File: src/rtl/core/process_mailbox_engine_macros.svh
// Assertion helpers shared by the mailbox engine RTL.
// Each check samples on clk and is off while rst_n is low.
`ifndef PROCESS_MAILBOX_ENGINE_MACROS_SVH
`define PROCESS_MAILBOX_ENGINE_MACROS_SVH

// Same-cycle implication.
`define PME_CHECK_IMPL(label, ante, cons, msg) \
  label: assert property (@(posedge clk) disable iff (!rst_n) (ante) |-> (cons)) \
    else $error(msg);

// Next-cycle implication.
`define PME_CHECK_NEXT(label, ante, cons, msg) \
  label: assert property (@(posedge clk) disable iff (!rst_n) (ante) |=> (cons)) \
    else $error(msg);

`endif

File: src/rtl/core/pme_mem.sv
// Simple dual-port RAM: one write port, one read port, registered read data.
module pme_mem #(
  parameter int DEPTH = 128,
  parameter int WIDTH = 35,
  localparam int AW = $clog2(DEPTH)
) (
  input  logic             clk,
  input  logic             we,
  input  logic [AW-1:0]    waddr,
  input  logic [WIDTH-1:0] wdata,
  input  logic [AW-1:0]    raddr,
  output logic [WIDTH-1:0] rdata
);

  logic [WIDTH-1:0] mem [DEPTH];

  always_ff @(posedge clk) begin
    if (we) begin
      mem[waddr] <= wdata;
    end
  end

  always_ff @(posedge clk) begin
    rdata <= mem[raddr];
  end

endmodule

File: config.mk
export PLATFORM = sky130hd
export DESIGN_NAME = pme_mem
export DESIGN_NICKNAME = d
export VERILOG_FILES = /design/src/rtl/core/process_mailbox_engine_macros.svh /design/src/rtl/core/pme_mem.sv
export SDC_FILE = /design/constraint.sdc
export NUM_CORES = 2
export LEC_CHECK = 0
export BUFFER_PORTS_ARGS = -buffer_cell sky130_fd_sc_hd__buf_2
export CAP_MARGIN = 30
export CORE_MARGIN = 4
export CORE_UTILIZATION = 50
export CTS_CLUSTER_DIAMETER = 30
export DETAILED_ROUTE_END_ITERATION = 6
export GPL_ROUTABILITY_DRIVEN = 0
export GPL_TIMING_DRIVEN = 0
export PLACE_DENSITY_LB_ADDON = 0.1
export RECOVER_POWER = 25
export SYNTH_ARGS = -nofsm -noshare
export SYNTH_HDL_FRONTEND = slang
export SYNTH_MEMORY_MAX_BITS = 65536
export SYNTH_SLANG_ARGS = --single-unit
File: constraint.sdc
create_clock -name clk -period 6.2 [get_ports clk]
set_clock_uncertainty 0.2 [all_clocks]
set_input_delay 0.93 -clock clk [delete_from_list [all_inputs] [get_ports clk]]
set_output_delay 0.93 -clock clk [all_outputs]
set_load 0.05 [all_outputs]
==> Word-level counts from Yosys, hierarchy flattened <==
Memory sizes are Yosys's and may differ from the RTL's. A register that Yosys moved wholly into a read port is not among the register bits.
Cells that the tools add are included.
{ "totals": {"ff_bits": 0, "latch_bits": 0, "ram_bits": 4480, "rom_bits": 0, "inputBits": 51, "elab_cells": 3, "memories": 1} }
{ "memory_table": {"columns": ["memory", "depth", "width", "rd", "rd_clocked_by_memory_dff", "write_ports", "line", "source"], "rows": [
  ["mem", 128, 35, 1, 1, 1, "pme_mem.sv:15", "logic [WIDTH-1:0] mem [DEPTH];"]
]} }
{ "op_classes": {"add_sub_neg": 0, "multipliers": 0, "n_div": 0, "magnitude_cmp": 0, "eq_ne": 0, "shift": 0, "muxes": 2, "bitwise": 0, "n_reduce_logical": 0} }
{ "op_table": {"columns": ["op", "n"], "rows": [
  ["$mux 1", 2]
]} }

==> Longest topological paths before layout <==
{ "logic_depth": {"word_depth": 2, "depth_mapped": 8, "depth_no_buf": 4} }

==> Worst setup path after synthesis <==
OpenSTA, ideal clock, no wires.
{ "synth_timing": {"path_kind": "in2reg", "startpoint": "input we", "endpoint": "memory mem[98][0] (enable)", "setup_time_ps": 471, "arrival_ps": 3909, "setup_slack_ps": 1621, "path_stages": 3, "path_cell_list": "clkbuf_1 -> nand4_1 -> nor3_1"} }
{ "synth_via": {"elab_chain_len": 2} }
{ "synth_lines": {"columns": ["element", "line", "source"], "rows": [
  ["start, declared", "pme_mem.sv:8", "input logic we,"],
  ["$mux 1", "pme_mem.sv:18", "if (we) begin"],
  ["$mux 1 (not written as such)", "pme_mem.sv:19", "mem[waddr] <= wdata;"],
  ["end, declared", "pme_mem.sv:15", null]
]} }
Every way passes these cells.

==> Worst setup path in the final report <==
{ "layout_timing": {"startpoint": "input wdata[29]", "endpoint": "memory mem[47][29] (data pin)"} }
{ "layout_rtl": {"columns": ["element", "line", "source"], "rows": [
  ["start, declared", "pme_mem.sv:10", "input logic [WIDTH-1:0] wdata,"]
]} }
No word-level cell before the write port.

==> results.toml <==
[synthesis]
netlist_instances = 6535
syn_avg_cell_area_um2 = 26.1
yosysSeqAreaShare_pct = 79.2
synth_seq_cells = 4515
syn_nets = 6586
ys_types = 16
ys_warn_count = 0
synth_area_um2 = 171000

[detailed_routing]
wirelength_um = 465000
dr_total_vias = 80986
viasPerCell = 6.21
ant_nets = 0
drtPass1Iterations = 6
drc_errors = 0
avgRoutedWirePerCell_um = 35.7
drtIter0Drc = 11039

[sta]
hold_ws_ns = 0.119
slew_headroom_pct = -164
setup_ws_ns = 1.01
tightest_slew_ns = 3.95
min_period_ns = 5.19
fin_crit_sh_pct = 83.7
hold_violations = 0
setup_viol = 0
rsz0062_at_grt = "false"
slew_violations = 2356
tns_ns = 0
max_freq_mhz = 193

[flow_run]
drv_cap = 40

[clock_tree]
cts.sinks = 4515
cts_setup_buffers = 0
cts_hold_buf = 0
numCtsBuffers = 815
htree_levels = 6
clk_pin_slew_ns = 0.06
cts-root-buf = "clkbuf_16"
insertion_delay_ns = 1.06
clk_path_buf_depth = 4
cts_resized = 0
cts_tree = "done"

[worst_setup_path]
cp_common_cell = "clkbuf_1"
cp-end-kind = "register"
critPathLaunchType = "input port"
worstSetupPathType = "in -> reg"
critPathRequiredTime_ns = 6.26
max_stage_delay_ns = 2.81
cp_top_family = "buffers and inverters"
cp_slowest_cell = "clkbuf_1"
cp_max_fo = 84
arrival_ns = 5.25
rrSetupSlack_ns = 3.13
critical_path_buf_inv_count = 2
cp_cell_sequence = "clkbuf_1 -> clkbuf_1"

[power_and_ir_drop]
p_leak_uw = 0.0668
irDropWorstVdd_mv = 0.297
p_total_uw = 82200
power_density_nw_per_um2 = 389

[grt]
grt_pass1_wl_um = 647000
antenna_found_initial = 86
overflow = 0
grt_max_degree = 92
grtUsageTotal_pct = 26.7
grt_pass1_vias = 81580

[place]
place.detailed.hpwl_um = 307000
dp_slack_ns = 0.334
io_buffers = 74

[run_status]
violations = "max-capacitance violations, max-slew violations"
outcome = "finished with violations"

[cells_and_area]
mostFrequentLayoutCell = "edfxtp_1"
final_nets = 7751
final_cell_mix = "edfxtp_1 (4,480), mux4_2 (1,470), clkbuf_16 (823)"
drive_gt1_share_pct = 40.3
areaGrowthSynthToFinish_pct = 23.6

[worst_hold_path]
hold_path_class = "in -> reg"

[die]
rows = 214
initial_core_util_pct = 50.2
die_w_um = 593
ios = 86
die_h_um = 593
dieArea_um2 = 351000
coreArea_um2 = 340000
[flip-flops by register name, indices dropped and copies added, names as in the netlist]
name   cells
rdata     35
mem     4480
[layout make-up]
class	instances	area, µm²
Multi-Input combinational cell	1675	35100
Sequential cell	4515	135000
Clock inverter	611	7030
Clock buffer	914	21000
Buffer	345	1450
Antenna cell	92	230
Fill cell	22927	129000
Timing Repair Buffer	348	5490
Tap cell	4536	5680
[path summary, 6_finish.rpt]
check	from	to	cells after the start
worst max-delay path	wdata[29]	mem[47][29]	2
worst min-delay path	raddr[5]	rdata[34]	2
worst max register to register	mem[29][4]	rdata[4]	4
worst min register to register	mem[69][0]	rdata[0]	4
[cell families (layout without fill, tap and decap cells)]
family / Yosys count / in the layout / synth area share [%]
multiplexers: 1505 / 1505 / 19.6
buffers and inverters: 345 / 2218 / 0.826
other: 0 / 92 / 0
flip-flops: 4515 / 4515 / 79.2
AND/OR/NAND/NOR: 170 / 170 / 0.408
[cells in the mapped netlist, drive strengths merged]
cell type  number  area [µm²]
edfxtp       4480      135000
buf           135         623
nand2b          2        12.5
nand2          14        52.6
nand4           3        18.8
nor2          122         458
nor2b           7        43.8
mux2           35         394
mux4         1470       33100
nor3            9        45.0
or3             1        6.26
dfxtp          35         701
nand3          12        60.1
clkbuf        210         788
[metal layers]
layer	vias to the layer above	GRT usage [%]	routed length (µm)
li1	31723	-	-
met1	44351	39.4	186000
met2	4227	40.1	219000
met3	669	6.25	47300
met4	16	8.28	12800
met5	-	0	109
[power by group]
group / leakage, µW / internal [µW] / total, µW / switching [µW]
sequential: 0.0406 / 33800 / 33900 / 51.2
clock: 0.0134 / 29000 / 44500 / 15500
combinational: 0.0129 / 1330 / 3760 / 2430
total: 0.0668 / 64200 / 82200 / 18000
[stage by stage]
stage                     cells  cell area (µm²)  util, %
after global placement    11145           177000     52.0
final                     13036           211000     62.1
after global routing      13010           211000     62.1
after CTS                 12930           211000     62.1
after detailed placement  11405           183000     53.8
after floorplan            6535           171000        -
No activity file was read; power rests on OpenSTA's default activity.
