==> src/rtl/core/process_mailbox_engine_macros.svh <==
// Assertion helpers shared by the mailbox engine RTL.
// Each check samples on clk and is off while rst_n is low.
`ifndef PROCESS_MAILBOX_ENGINE_MACROS_SVH
`define PROCESS_MAILBOX_ENGINE_MACROS_SVH

// Same-cycle implication.
`define PME_CHECK_IMPL(label, ante, cons, msg) \
  label: assert property (@(posedge clk) disable iff (!rst_n) (ante) |-> (cons)) \
    else $error(msg);

// Next-cycle implication.
`define PME_CHECK_NEXT(label, ante, cons, msg) \
  label: assert property (@(posedge clk) disable iff (!rst_n) (ante) |=> (cons)) \
    else $error(msg);

`endif

==> src/rtl/core/pme_pkg.sv <==
package pme_pkg;

  // fixed field widths
  localparam int OPC_W  = 2;
  localparam int ID_W   = 3;
  localparam int WORD_W = 32;
  localparam int CFG_W  = 4;
  localparam int STAT_W = 2;

  // opcodes
  localparam logic [OPC_W-1:0] OP_SEND      = 2'd0;
  localparam logic [OPC_W-1:0] OP_RECV_FROM = 2'd1;
  localparam logic [OPC_W-1:0] OP_RECV_ANY  = 2'd2;
  localparam logic [OPC_W-1:0] OP_SCHED     = 2'd3;

  // result status codes
  localparam logic [STAT_W-1:0] STAT_OK    = 2'd0;
  localparam logic [STAT_W-1:0] STAT_EMPTY = 2'd1;
  localparam logic [STAT_W-1:0] STAT_FULL  = 2'd2;
  localparam logic [STAT_W-1:0] STAT_BAD   = 2'd3;

  typedef struct packed {
    logic [OPC_W-1:0]  opcode;
    logic [ID_W-1:0]   target_id;
    logic [ID_W-1:0]   sender_filter;
    logic [WORD_W-1:0] payload;
  } pme_in_t;

  typedef struct packed {
    logic [STAT_W-1:0] status;
    logic [WORD_W-1:0] payload_out;
    logic [ID_W-1:0]   sender_out;
    logic [ID_W-1:0]   current_id;
  } pme_out_t;

endpackage

==> src/rtl/core/pme_ctrl.sv <==
`include "process_mailbox_engine_macros.svh"

// Operation sequencer: fill-count lookup, send append, receive scan with
// in-place compaction, round robin scheduling.
module pme_ctrl
  import pme_pkg::*;
#(
  parameter int MAX_PROCS    = 8,
  parameter int QUEUE_DEPTH  = 16,
  parameter int PAYLOAD_BITS = 32,
  localparam int PID_W   = $clog2(MAX_PROCS),
  localparam int CNT_W   = $clog2(QUEUE_DEPTH + 1),
  localparam int DADDR_W = $clog2(MAX_PROCS * QUEUE_DEPTH),
  localparam int DWORD_W = PID_W + PAYLOAD_BITS
) (
  input  logic               clk,
  input  logic               rst_n,
  input  logic               start,
  input  pme_in_t            in_data,
  output logic               busy,
  output logic               out_valid,
  output pme_out_t           out_data,
  input  logic [CFG_W-1:0]   ring,
  // fill-count memory
  output logic               cnt_we,
  output logic [PID_W-1:0]   cnt_waddr,
  output logic [CNT_W-1:0]   cnt_wdata,
  output logic [PID_W-1:0]   cnt_raddr,
  input  logic [CNT_W-1:0]   cnt_rdata,
  // slot memory
  output logic               dat_we,
  output logic [DADDR_W-1:0] dat_waddr,
  output logic [DWORD_W-1:0] dat_wdata,
  output logic [DADDR_W-1:0] dat_raddr,
  input  logic [DWORD_W-1:0] dat_rdata
);

  localparam int SLOT_W = (QUEUE_DEPTH > 1) ? $clog2(QUEUE_DEPTH) : 1;
  localparam int CW = (PID_W + 1 > CFG_W) ? PID_W + 1 : CFG_W;
  localparam int SW = (PID_W > ID_W) ? PID_W : ID_W;
  localparam int PW = (PAYLOAD_BITS > WORD_W) ? PAYLOAD_BITS : WORD_W;

  localparam logic [1:0] ST_IDLE = 2'd0;
  localparam logic [1:0] ST_CNT  = 2'd1;
  localparam logic [1:0] ST_SCAN = 2'd2;

  logic [1:0]              state_r, state_nxt;
  logic [PID_W-1:0]        cur_r, cur_nxt;
  logic [MAX_PROCS-1:0]    cnt_vld_r, cnt_vld_nxt;
  logic                    cvld_q_r, cvld_q_nxt;
  logic                    out_valid_r, out_valid_nxt;
  logic                    found_r, found_nxt;
  logic [OPC_W-1:0]        op_r, op_nxt;
  logic [ID_W-1:0]         filter_r, filter_nxt;
  logic [PAYLOAD_BITS-1:0] payload_r, payload_nxt;
  logic [PID_W-1:0]        pid_r, pid_nxt;
  logic [DADDR_W-1:0]      base_r, base_nxt;
  logic [CNT_W-1:0]        cnt_r, cnt_nxt;
  logic [SLOT_W-1:0]       k_r, k_nxt;
  logic [PAYLOAD_BITS-1:0] got_payload_r, got_payload_nxt;
  logic [PID_W-1:0]        got_sender_r, got_sender_nxt;
  pme_out_t                out_r, out_nxt;

  logic [CW-1:0]           tgt_ext, cur_ext, nxt_ext, ring_ext;
  logic [PID_W-1:0]        pid_sel;
  logic [CNT_W-1:0]        cnt_now;
  logic [PID_W-1:0]        rd_sender;
  logic [PAYLOAD_BITS-1:0] rd_payload;
  logic                    match_now;
  logic                    last_slot;
  logic [PW-1:0]           in_pl_ext, out_pl_ext;
  logic [SW-1:0]           snd_ext, flt_ext, osnd_ext, ocur_ext;
  logic [PAYLOAD_BITS-1:0] sel_payload;
  logic [PID_W-1:0]        sel_sender;

  // operand shaping
  always_comb begin
    tgt_ext    = CW'(in_data.target_id);
    cur_ext    = CW'(cur_r);
    nxt_ext    = cur_ext + CW'(1);
    ring_ext   = CW'(ring);
    pid_sel    = (in_data.opcode == OP_SEND) ? tgt_ext[PID_W-1:0] : cur_r;
    in_pl_ext  = PW'(in_data.payload);
    cnt_now    = cvld_q_r ? cnt_rdata : '0;
    rd_sender  = dat_rdata[DWORD_W-1 -: PID_W];
    rd_payload = dat_rdata[PAYLOAD_BITS-1:0];
    snd_ext    = SW'(rd_sender);
    flt_ext    = SW'(filter_r);
    match_now  = (op_r == OP_RECV_ANY) || (snd_ext == flt_ext);
    last_slot  = (CNT_W'(k_r) == (cnt_r - CNT_W'(1)));
    sel_payload = found_r ? got_payload_r : rd_payload;
    sel_sender  = found_r ? got_sender_r : rd_sender;
    out_pl_ext = PW'(sel_payload);
    osnd_ext   = SW'(sel_sender);
  end

  // sequencer
  always_comb begin
    state_nxt       = state_r;
    cur_nxt         = cur_r;
    cnt_vld_nxt     = cnt_vld_r;
    cvld_q_nxt      = cvld_q_r;
    out_valid_nxt   = 1'b0;
    found_nxt       = found_r;
    op_nxt          = op_r;
    filter_nxt      = filter_r;
    payload_nxt     = payload_r;
    pid_nxt         = pid_r;
    base_nxt        = base_r;
    cnt_nxt         = cnt_r;
    k_nxt           = k_r;
    got_payload_nxt = got_payload_r;
    got_sender_nxt  = got_sender_r;
    out_nxt         = out_r;
    ocur_ext        = SW'(cur_r);

    cnt_we    = 1'b0;
    cnt_waddr = pid_r;
    cnt_wdata = '0;
    cnt_raddr = pid_sel;
    dat_we    = 1'b0;
    dat_waddr = base_r;
    dat_wdata = {cur_r, payload_r};
    dat_raddr = base_r;

    case (state_r)
      ST_IDLE: begin
        if (start) begin
          op_nxt      = in_data.opcode;
          filter_nxt  = in_data.sender_filter;
          payload_nxt = in_pl_ext[PAYLOAD_BITS-1:0];
          pid_nxt     = pid_sel;
          base_nxt    = DADDR_W'(pid_sel) * DADDR_W'(QUEUE_DEPTH);
          cvld_q_nxt  = cnt_vld_r[pid_sel];
          out_nxt.payload_out = '0;
          out_nxt.sender_out  = '0;
          if (in_data.opcode == OP_SCHED) begin
            // round robin advance, wraps at the ring size
            if (nxt_ext >= ring_ext) begin
              cur_nxt = '0;
            end else begin
              cur_nxt = nxt_ext[PID_W-1:0];
            end
            ocur_ext              = SW'(cur_nxt);
            out_nxt.status        = STAT_OK;
            out_nxt.current_id    = ocur_ext[ID_W-1:0];
            out_valid_nxt         = 1'b1;
          end else if (in_data.opcode == OP_SEND && tgt_ext >= ring_ext) begin
            out_nxt.status     = STAT_BAD;
            out_nxt.current_id = ocur_ext[ID_W-1:0];
            out_valid_nxt      = 1'b1;
          end else begin
            state_nxt = ST_CNT;
          end
        end
      end

      ST_CNT: begin
        out_nxt.current_id = ocur_ext[ID_W-1:0];
        if (op_r == OP_SEND) begin
          // append at the first free slot
          if (cnt_now == CNT_W'(QUEUE_DEPTH)) begin
            out_nxt.status = STAT_FULL;
          end else begin
            dat_we             = 1'b1;
            dat_waddr          = base_r + DADDR_W'(cnt_now);
            cnt_we             = 1'b1;
            cnt_wdata          = cnt_now + CNT_W'(1);
            cnt_vld_nxt[pid_r] = 1'b1;
            out_nxt.status     = STAT_OK;
          end
          out_valid_nxt = 1'b1;
          state_nxt     = ST_IDLE;
        end else if (cnt_now == '0) begin
          out_nxt.status = STAT_EMPTY;
          out_valid_nxt  = 1'b1;
          state_nxt      = ST_IDLE;
        end else begin
          // start the scan at slot 0
          cnt_nxt   = cnt_now;
          k_nxt     = '0;
          found_nxt = 1'b0;
          dat_raddr = base_r;
          state_nxt = ST_SCAN;
        end
      end

      ST_SCAN: begin
        // first match is captured, later slots move down by one
        if (!found_r && match_now) begin
          found_nxt       = 1'b1;
          got_payload_nxt = rd_payload;
          got_sender_nxt  = rd_sender;
        end
        if (found_r) begin
          dat_we    = 1'b1;
          dat_waddr = base_r + DADDR_W'(k_r) - DADDR_W'(1);
          dat_wdata = dat_rdata;
        end
        if (last_slot) begin
          out_nxt.current_id = ocur_ext[ID_W-1:0];
          if (found_r || match_now) begin
            cnt_we              = 1'b1;
            cnt_wdata           = cnt_r - CNT_W'(1);
            out_nxt.status      = STAT_OK;
            out_nxt.payload_out = out_pl_ext[WORD_W-1:0];
            out_nxt.sender_out  = osnd_ext[ID_W-1:0];
          end else begin
            out_nxt.status = STAT_EMPTY;
          end
          out_valid_nxt = 1'b1;
          state_nxt     = ST_IDLE;
        end else begin
          k_nxt     = k_r + SLOT_W'(1);
          dat_raddr = base_r + DADDR_W'(k_r) + DADDR_W'(1);
        end
      end

      default: begin
        state_nxt = ST_IDLE;
      end
    endcase
  end

  // control state
  always_ff @(posedge clk) begin
    if (!rst_n) begin
      state_r     <= ST_IDLE;
      cur_r       <= '0;
      cnt_vld_r   <= '0;
      out_valid_r <= 1'b0;
    end else begin
      state_r     <= state_nxt;
      cur_r       <= cur_nxt;
      cnt_vld_r   <= cnt_vld_nxt;
      out_valid_r <= out_valid_nxt;
    end
  end

  // working registers
  always_ff @(posedge clk) begin
    cvld_q_r      <= cvld_q_nxt;
    found_r       <= found_nxt;
    op_r          <= op_nxt;
    filter_r      <= filter_nxt;
    payload_r     <= payload_nxt;
    pid_r         <= pid_nxt;
    base_r        <= base_nxt;
    cnt_r         <= cnt_nxt;
    k_r           <= k_nxt;
    got_payload_r <= got_payload_nxt;
    got_sender_r  <= got_sender_nxt;
    out_r         <= out_nxt;
  end

  assign busy      = (state_r != ST_IDLE);
  assign out_valid = out_valid_r;
  assign out_data  = out_r;

  `PME_CHECK_IMPL(a_strobe_idle, out_valid_r, state_r == ST_IDLE, "result strobe while busy")
  `PME_CHECK_NEXT(a_accept_moves, start && !busy, busy || out_valid_r, "transfer dropped")
  `PME_CHECK_IMPL(a_scan_bound, state_r == ST_SCAN, cnt_r != '0 && CNT_W'(k_r) < cnt_r, "scan past fill")

endmodule

==> config.mk <==
export PLATFORM = sky130hd
export DESIGN_NAME = pme_ctrl
export DESIGN_NICKNAME = d
export VERILOG_FILES = /design/src/rtl/core/pme_pkg.sv /design/src/rtl/core/pme_ctrl.sv
export VERILOG_INCLUDE_DIRS = /design/src /design/src/rtl/core
export SDC_FILE = /design/constraint.sdc
export NUM_CORES = 1
export LEC_CHECK = 0
export ABC_CLOCK_PERIOD_IN_PS = 8700
export BUFFER_PORTS_ARGS = -buffer_cell sky130_fd_sc_hd__clkbuf_2
export CAP_MARGIN = 20
export CELL_PAD_IN_SITES_DETAIL_PLACEMENT = 0
export CELL_PAD_IN_SITES_GLOBAL_PLACEMENT = 1
export CORE_ASPECT_RATIO = 1.75
export CORE_UTILIZATION = 45
export CTS_CLUSTER_DIAMETER = 150
export CTS_CLUSTER_SIZE = 30
export DETAILED_ROUTE_END_ITERATION = 7
export HOLD_SLACK_MARGIN = 0.1
export PLACE_DENSITY = 0.88
export SKIP_LAST_GASP = 1
export SLEW_MARGIN = 30
export SYNTH_ARGS = -nofsm -noshare
export SYNTH_HDL_FRONTEND = slang
export SYNTH_SLANG_ARGS = --single-unit
==> constraint.sdc <==
create_clock -name clk -period 8.7 [get_ports clk]
set_clock_uncertainty 0.05 [all_clocks]
set_input_delay 0.87 -clock clk [delete_from_list [all_inputs] [get_ports clk]]
set_output_delay 0.87 -clock clk [all_outputs]
set_load 0.02 [all_outputs]
### Word-level counts from Yosys, hierarchy flattened

Cells that the tools add are included.

| storage, ports and cells | value |
|---|---|
| flip-flop bits (word level) | 140 |
| input port bits | 87 |
| output and inout port bits | 104 |
| word-level logic and storage cells | 143 |

| cells by class | value |
|---|---|
| add/sub/neg operators | 8 |
| $lt $le $gt $ge | 5 |
| equal/unequal tests | 18 |
| multiplexer cells | 65 |
| bitwise gates (word level) | 4 |
| reductions and logical operators | 25 |

Operator list:

| operator | number |
|---|---|
| 2-to-1 mux 35 bit | 3 |
| 2-to-1 mux 40 bit | 2 |
| one-hot mux 35 bit (2 select lines) | 1 |
| 2-to-1 mux 7 bit | 5 |
| 2-to-1 mux 32 bit | 1 |
| 2-to-1 mux 5 bit | 5 |
| 2-to-1 mux 2 bit | 11 |
| AND reduction 4 bit | 5 |
| inequality test 2 bit (second input constant) | 9 |
| 2-to-1 mux 1 bit | 17 |
| 2-to-1 mux 3 bit | 5 |
| one-hot mux 7 bit (2 select lines) | 1 |
| 2-to-1 mux 4 bit | 3 |
| one-hot mux 2 bit (3 select lines) | 2 |
| one-hot mux 5 bit (2 select lines) | 1 |
| one-hot mux 3 bit (3 select lines) | 1 |
| AND reduction 3 bit | 3 |
| less-than comparator 3 x 4 -> 1 bit (second input constant) | 2 |
| OR 8 bit | 1 |
| one-hot mux 4 bit (2 select lines) | 1 |
| adder 7 x 1 -> 7 bit (second input constant) | 1 |
| adder 7 x 4 -> 7 bit | 1 |
| adder 7 x 5 -> 7 bit | 1 |
| subtractor 7 x 1 -> 7 bit (second input constant) | 1 |
| 27 further kinds | 42 |

### Longest topological paths before layout

| logic depth | value |
|---|---|
| depth in word-level cells | 6 |
| mapped depth | 8 |

### Worst setup path before layout

No wires, ideal clock.

| path | value |
|---|---|
| path type | input-to-reg |
| from | input dat_rdata[32] |
| to | register found_r, enable pin |
| library setup time | 0.302 ns |
| data arrival time | 4.250 ns |
| data required time | 8.348 ns |
| setup slack | 4.099 ns |
| stages | 4 |
| cell sequence | xor2_1 -> o32ai_1 -> nor3b_1 -> o21a_1 |

| on the way | value |
|---|---|
| word-level cells in the longest chain between the ends | 5 |

Ends and longest elaborated chain:

| what | RTL line | source |
|---|---|---|
| start, declared | pme_ctrl.sv:35 | `input logic [DWORD_W-1:0] dat_rdata` |
| == test 3 bit | pme_ctrl.sv:89 | `match_now = (op_r == OP_RECV_ANY) \|\| (snd_ext == flt_ext);` |
| logical OR 1 bit | pme_ctrl.sv:89 |  |
| logical AND 1 bit | pme_ctrl.sv:190 | `if (!found_r && match_now) begin` |
| inequality test 2 bit (no source line) | - |  |
| AND reduction 4 bit (no source line) | - |  |
| end signal, assigned | pme_ctrl.sv:243 | `found_r <= found_nxt;` |
| end, declared | pme_ctrl.sv:52 | `logic found_r, found_nxt;` |

Every way passes these cells.
A chain may end at the register's enable or synchronous reset.

### Worst setup path after layout

| path | value |
|---|---|
| from | register cnt_r[0] |
| to | output cnt_wdata[2] |

| on the way | value |
|---|---|
| word-level cells in the longest chain between the ends | 4 |
| elaborated cells on any way between the ends | 5 |
| those cells by class | add/sub: 1; eq/ne: 1; mux: 3 |

Ends and longest elaborated chain:

| what | RTL line | source |
|---|---|---|
| start, declared | pme_ctrl.sv:58 | `logic [CNT_W-1:0] cnt_r, cnt_nxt;` |
| start signal, assigned | pme_ctrl.sv:249 | `cnt_r <= cnt_nxt;` |
| subtractor 5 x 1 -> 5 bit * | pme_ctrl.sv:90, pme_ctrl.sv:204 |  |
| == test 4 x 5 -> 1 bit or 2-to-1 mux 5 bit (tied branches) | pme_ctrl.sv:90, pme_ctrl.sv:202 |  |
| 2-to-1 mux 5 bit * | pme_ctrl.sv:200 | `if (last_slot) begin` |
| one-hot mux 5 bit (2 select lines) * | pme_ctrl.sv:126 | `case (state_r)` |
| end, declared | pme_ctrl.sv:27 | `output logic [CNT_W-1:0] cnt_wdata,` |

Mark *: on every way between the ends. The rest lies on a longest branch, timed or not.

==> metrics.yaml <==
clockPowerShare_pct: 40.4
worstPathRequired_ns: 7.78
cts_root_buffer: "clkbuf_16"
synth_area_mm2: 0.006651
post_drt_wl_per_cell_um: 18.09
grt_pass1_vias: 4797
setup_tns_ns: 0
cts_setup_buffers: 0
h-tree-depth: 4
synth_top_family_by_area: "multiplexers"
cpPeakStageDelay_ns: 0.46
yosysWarnings: 0
ys_seq_area_share_pct: 61.10
io_pins: 191
syn_avg_cell_area_um2: 13.20
pre_cts_ws_ns: 5.309
grt.total_usage_pct: 21.39
outcome: "completed"
gp_congestion: 0.8384
crit_path_start_kind: "register"
fillers: 1199
yosys.area_share.simple_pct: 9.293
ant_nets: 0
clk_latency_ns: 0.42
drt_wl_total_um: 15990
max-cap-violations: 0
yosysUniqueCellTypes: 58
core_area_mm2: 0.01437
critPathArrivalTime_ns: 2.82
power.switching_uw: 459.0
static-leakage-power_nw: 3.531
holdBufCountCts: 0
die_area_mm2: 0.01529
antennaDiodeCount: 0
intPower_mw: 1.270
dr.pass1.iters: 4
dpl.hpwl_um: 11800
synth_edf_count: 126
placementRows: 58
antenna_found_initial: 0
finalSetupViolCount: 0
route.detailed.drc: 0
fmax_mhz: 267.2
drive_gt1_share_pct: 39.35
hold_violations: 0
synthesis.nets: 610
hold_path_class: "reg2reg"
worstSetupPathType: "reg2out"
crit_fanout: 7
clock_sinks: 140
crit_chain: "inv_1 > ha_1 > xnor2_1 > a211o_1 > nor4_4 > nand4_2 > o22ai_1 > clkbuf_2"
synth_fa_ha_area_share_pct: 3.574
endpoint_kind: "primary output"
cts_resized: 0
relSlewSlack_pct: 46.59
cts_buffers: 17
power_density_mw_per_mm2: 206.8
synthCells: 504
cp_slowest_cell: "nor4_4"
grt-ovfl-total: 0
synth_mux_area_share_pct: 12.89
cts_tree: "yes"
area.growth.synth_to_final_pct: 25.75
worst_slack_ns: 4.958
drt-vias-per-instance: 5.336
synth_compound_area_share_pct: 7.261
fp.dieW_um: 93.91
die_y_um: 162.8
portBuffers: 190
nets: 797
clkTransAtPathRegs_ns: 0.06
synth_seq_cells: 140
worst_pin_slew_ns: 0.8011
async_flop_share_pct: 0
vias: 4717
initial_utilization_pct: 46.29
grt_max_degree: 46
switching_share_pct: 26.54
ys.flop_type: "edfxtp_1"
finalCritPeriodShare_pct: 43.01
slew_violations: 0
ctsLongestPathBuffers: 2
rsz0062_at_grt: "no"
p_comb_share_pct: 13.5
synth_xor_area_share_pct: 2.859
p_seq_share_pct: 46.2
ir_drop_uv: 109.6
grt_pass1_wl_um: 24380
drt-initial-drc-count: 160
fin_crit_ns: 3.742
[cells in the mapped netlist (12+ instances only)]
| cell type | n | area, um2 |
|---|---|---|
| clkbuf_1 | 19 | 71.32 |
| xnor2_1 | 12 | 105.1 |
| ha_1 | 19 | 237.7 |
| inv_1 | 23 | 86.33 |
| mux2_2 | 37 | 416.7 |
| nor2_1 | 50 | 187.7 |
| mux2i_1 | 44 | 440.4 |
| dfxtp_1 | 14 | 280.3 |
| o21a_1 | 12 | 90.09 |
| nand2_1 | 25 | 93.84 |
| edfxtp_1 | 126 | 3784 |
[sequential cells by signal, summed over array words and instances, names as in the netlist, 4 cells and up]
| register | flops |
|---|---|
| k_r | 4 |
| got_payload_r | 32 |
| cnt_vld_r | 8 |
| out_data | 40 |
| payload_r | 32 |
| cnt_r | 5 |
[cells by family (layout without fill, tap and decap cells)]
kind of cell | Yosys count | in the layout
AOI/OAI and AO/OA | 68 | 68
xor gates and xnor gates | 20 | 20
adders and majority gates | 19 | 19
buffers and inverters | 50 | 250
DFF | 140 | 140
muxes | 81 | 81
and+or+nand+nor | 126 | 126
[critical path, delay by kind of cell, from the launching register on]
kind	cells	cell delay, ns
flops	1	0.43
fa+ha+maj	1	0.22
xor+xnor	1	0.19
compound gates	2	0.60
buf+inv	2	0.27
simple gates	2	0.71
[per-layer routing]
metal  GRT usage, %  share of wire, %  vias to the layer above
met5              0                 0                        -
met4          10.07               2.8                        0
met3          3.922               4.0                       32
met2          40.31                57                      155
met1          22.23                36                     2283
li1               -                 -                     2247
[layout make-up]
cell class | instances | area, um2 | area share [%]
inverters | 24 | 90.09 | 1.077
well taps | 180 | 225.2 | 2.693
clock inverters | 13 | 132.6 | 1.586
clock buffers | 19 | 442.9 | 5.295
repair buffers | 194 | 1001 | 11.97
multi-input cells | 314 | 2409 | 28.80
flip-flops and latches | 140 | 4064 | 48.59
[worst paths after layout]
check                            startpoint                          to  slack, ns  cells after the start
hold reg to reg   cnt_vld_r[6]$_SDFFE_PN0P_   cnt_vld_r[6]$_SDFFE_PN0P_       0.42                      1
setup / recovery         cnt_r[0]$_DFFE_PP_                cnt_wdata[2]       4.96                      8
setup reg to reg         cnt_r[0]$_DFFE_PP_  out_data[36]$_SDFFCE_PN0P_       5.69                      8
hold / removal    cnt_vld_r[6]$_SDFFE_PN0P_   cnt_vld_r[6]$_SDFFE_PN0P_       0.42                      1
[power groups by stage]
stage / Combinational (mW) / Clock (mW) / Sequential [mW]
2_1_floorplan: 0.125 / 0 / 0.827
3_3_place_gp: 0.224 / 0 / 0.812
3_5_place_dp: 0.233 / 0 / 0.813
4_1_cts: 0.234 / 0.707 / 0.799
5_1_grt: 0.251 / 0.734 / 0.802
6_report: 0.233 / 0.698 / 0.799
[cells in the final DEF (no fill, tap or decap), types with 6 or more instances in the layout]
cell       instances
nand3_1            8
nor3_1             9
o22ai_1            7
dfxtp_1           14
and2_1             7
nor2_1            49
ha_1              19
edfxtp_1         126
xnor2_1           12
mux2_2            37
a21oi_1            9
o21ai_0            7
inv_1             23
clkbuf_2         190
o21a_1            12
o211ai_1           6
clkbuf_16         17
nand2_1           24
mux2i_1           44
xor2_1             7
[stage by stage]
stage / total power [mW] / cell area, um2 / hold WS [ns] / util, % / std cells
5_1_grt: 1.786 / 8364 / 0.4403 / 58.21 / 884
3_5_place_dp: 1.047 / 7784 / 0.4070 / 54.17 / 852
2_1_floorplan: 0.9516 / 6651 / 0.3897 / - / 504
4_1_cts: 1.740 / 8359 / 0.4226 / 58.18 / 884
3_3_place_gp: 1.036 / 7755 / 0.4002 / 53.97 / 851
6_report: 1.729 / 8364 / 0.4157 / 58.21 / 884
Note: power is estimated with default switching activity, not from simulation.
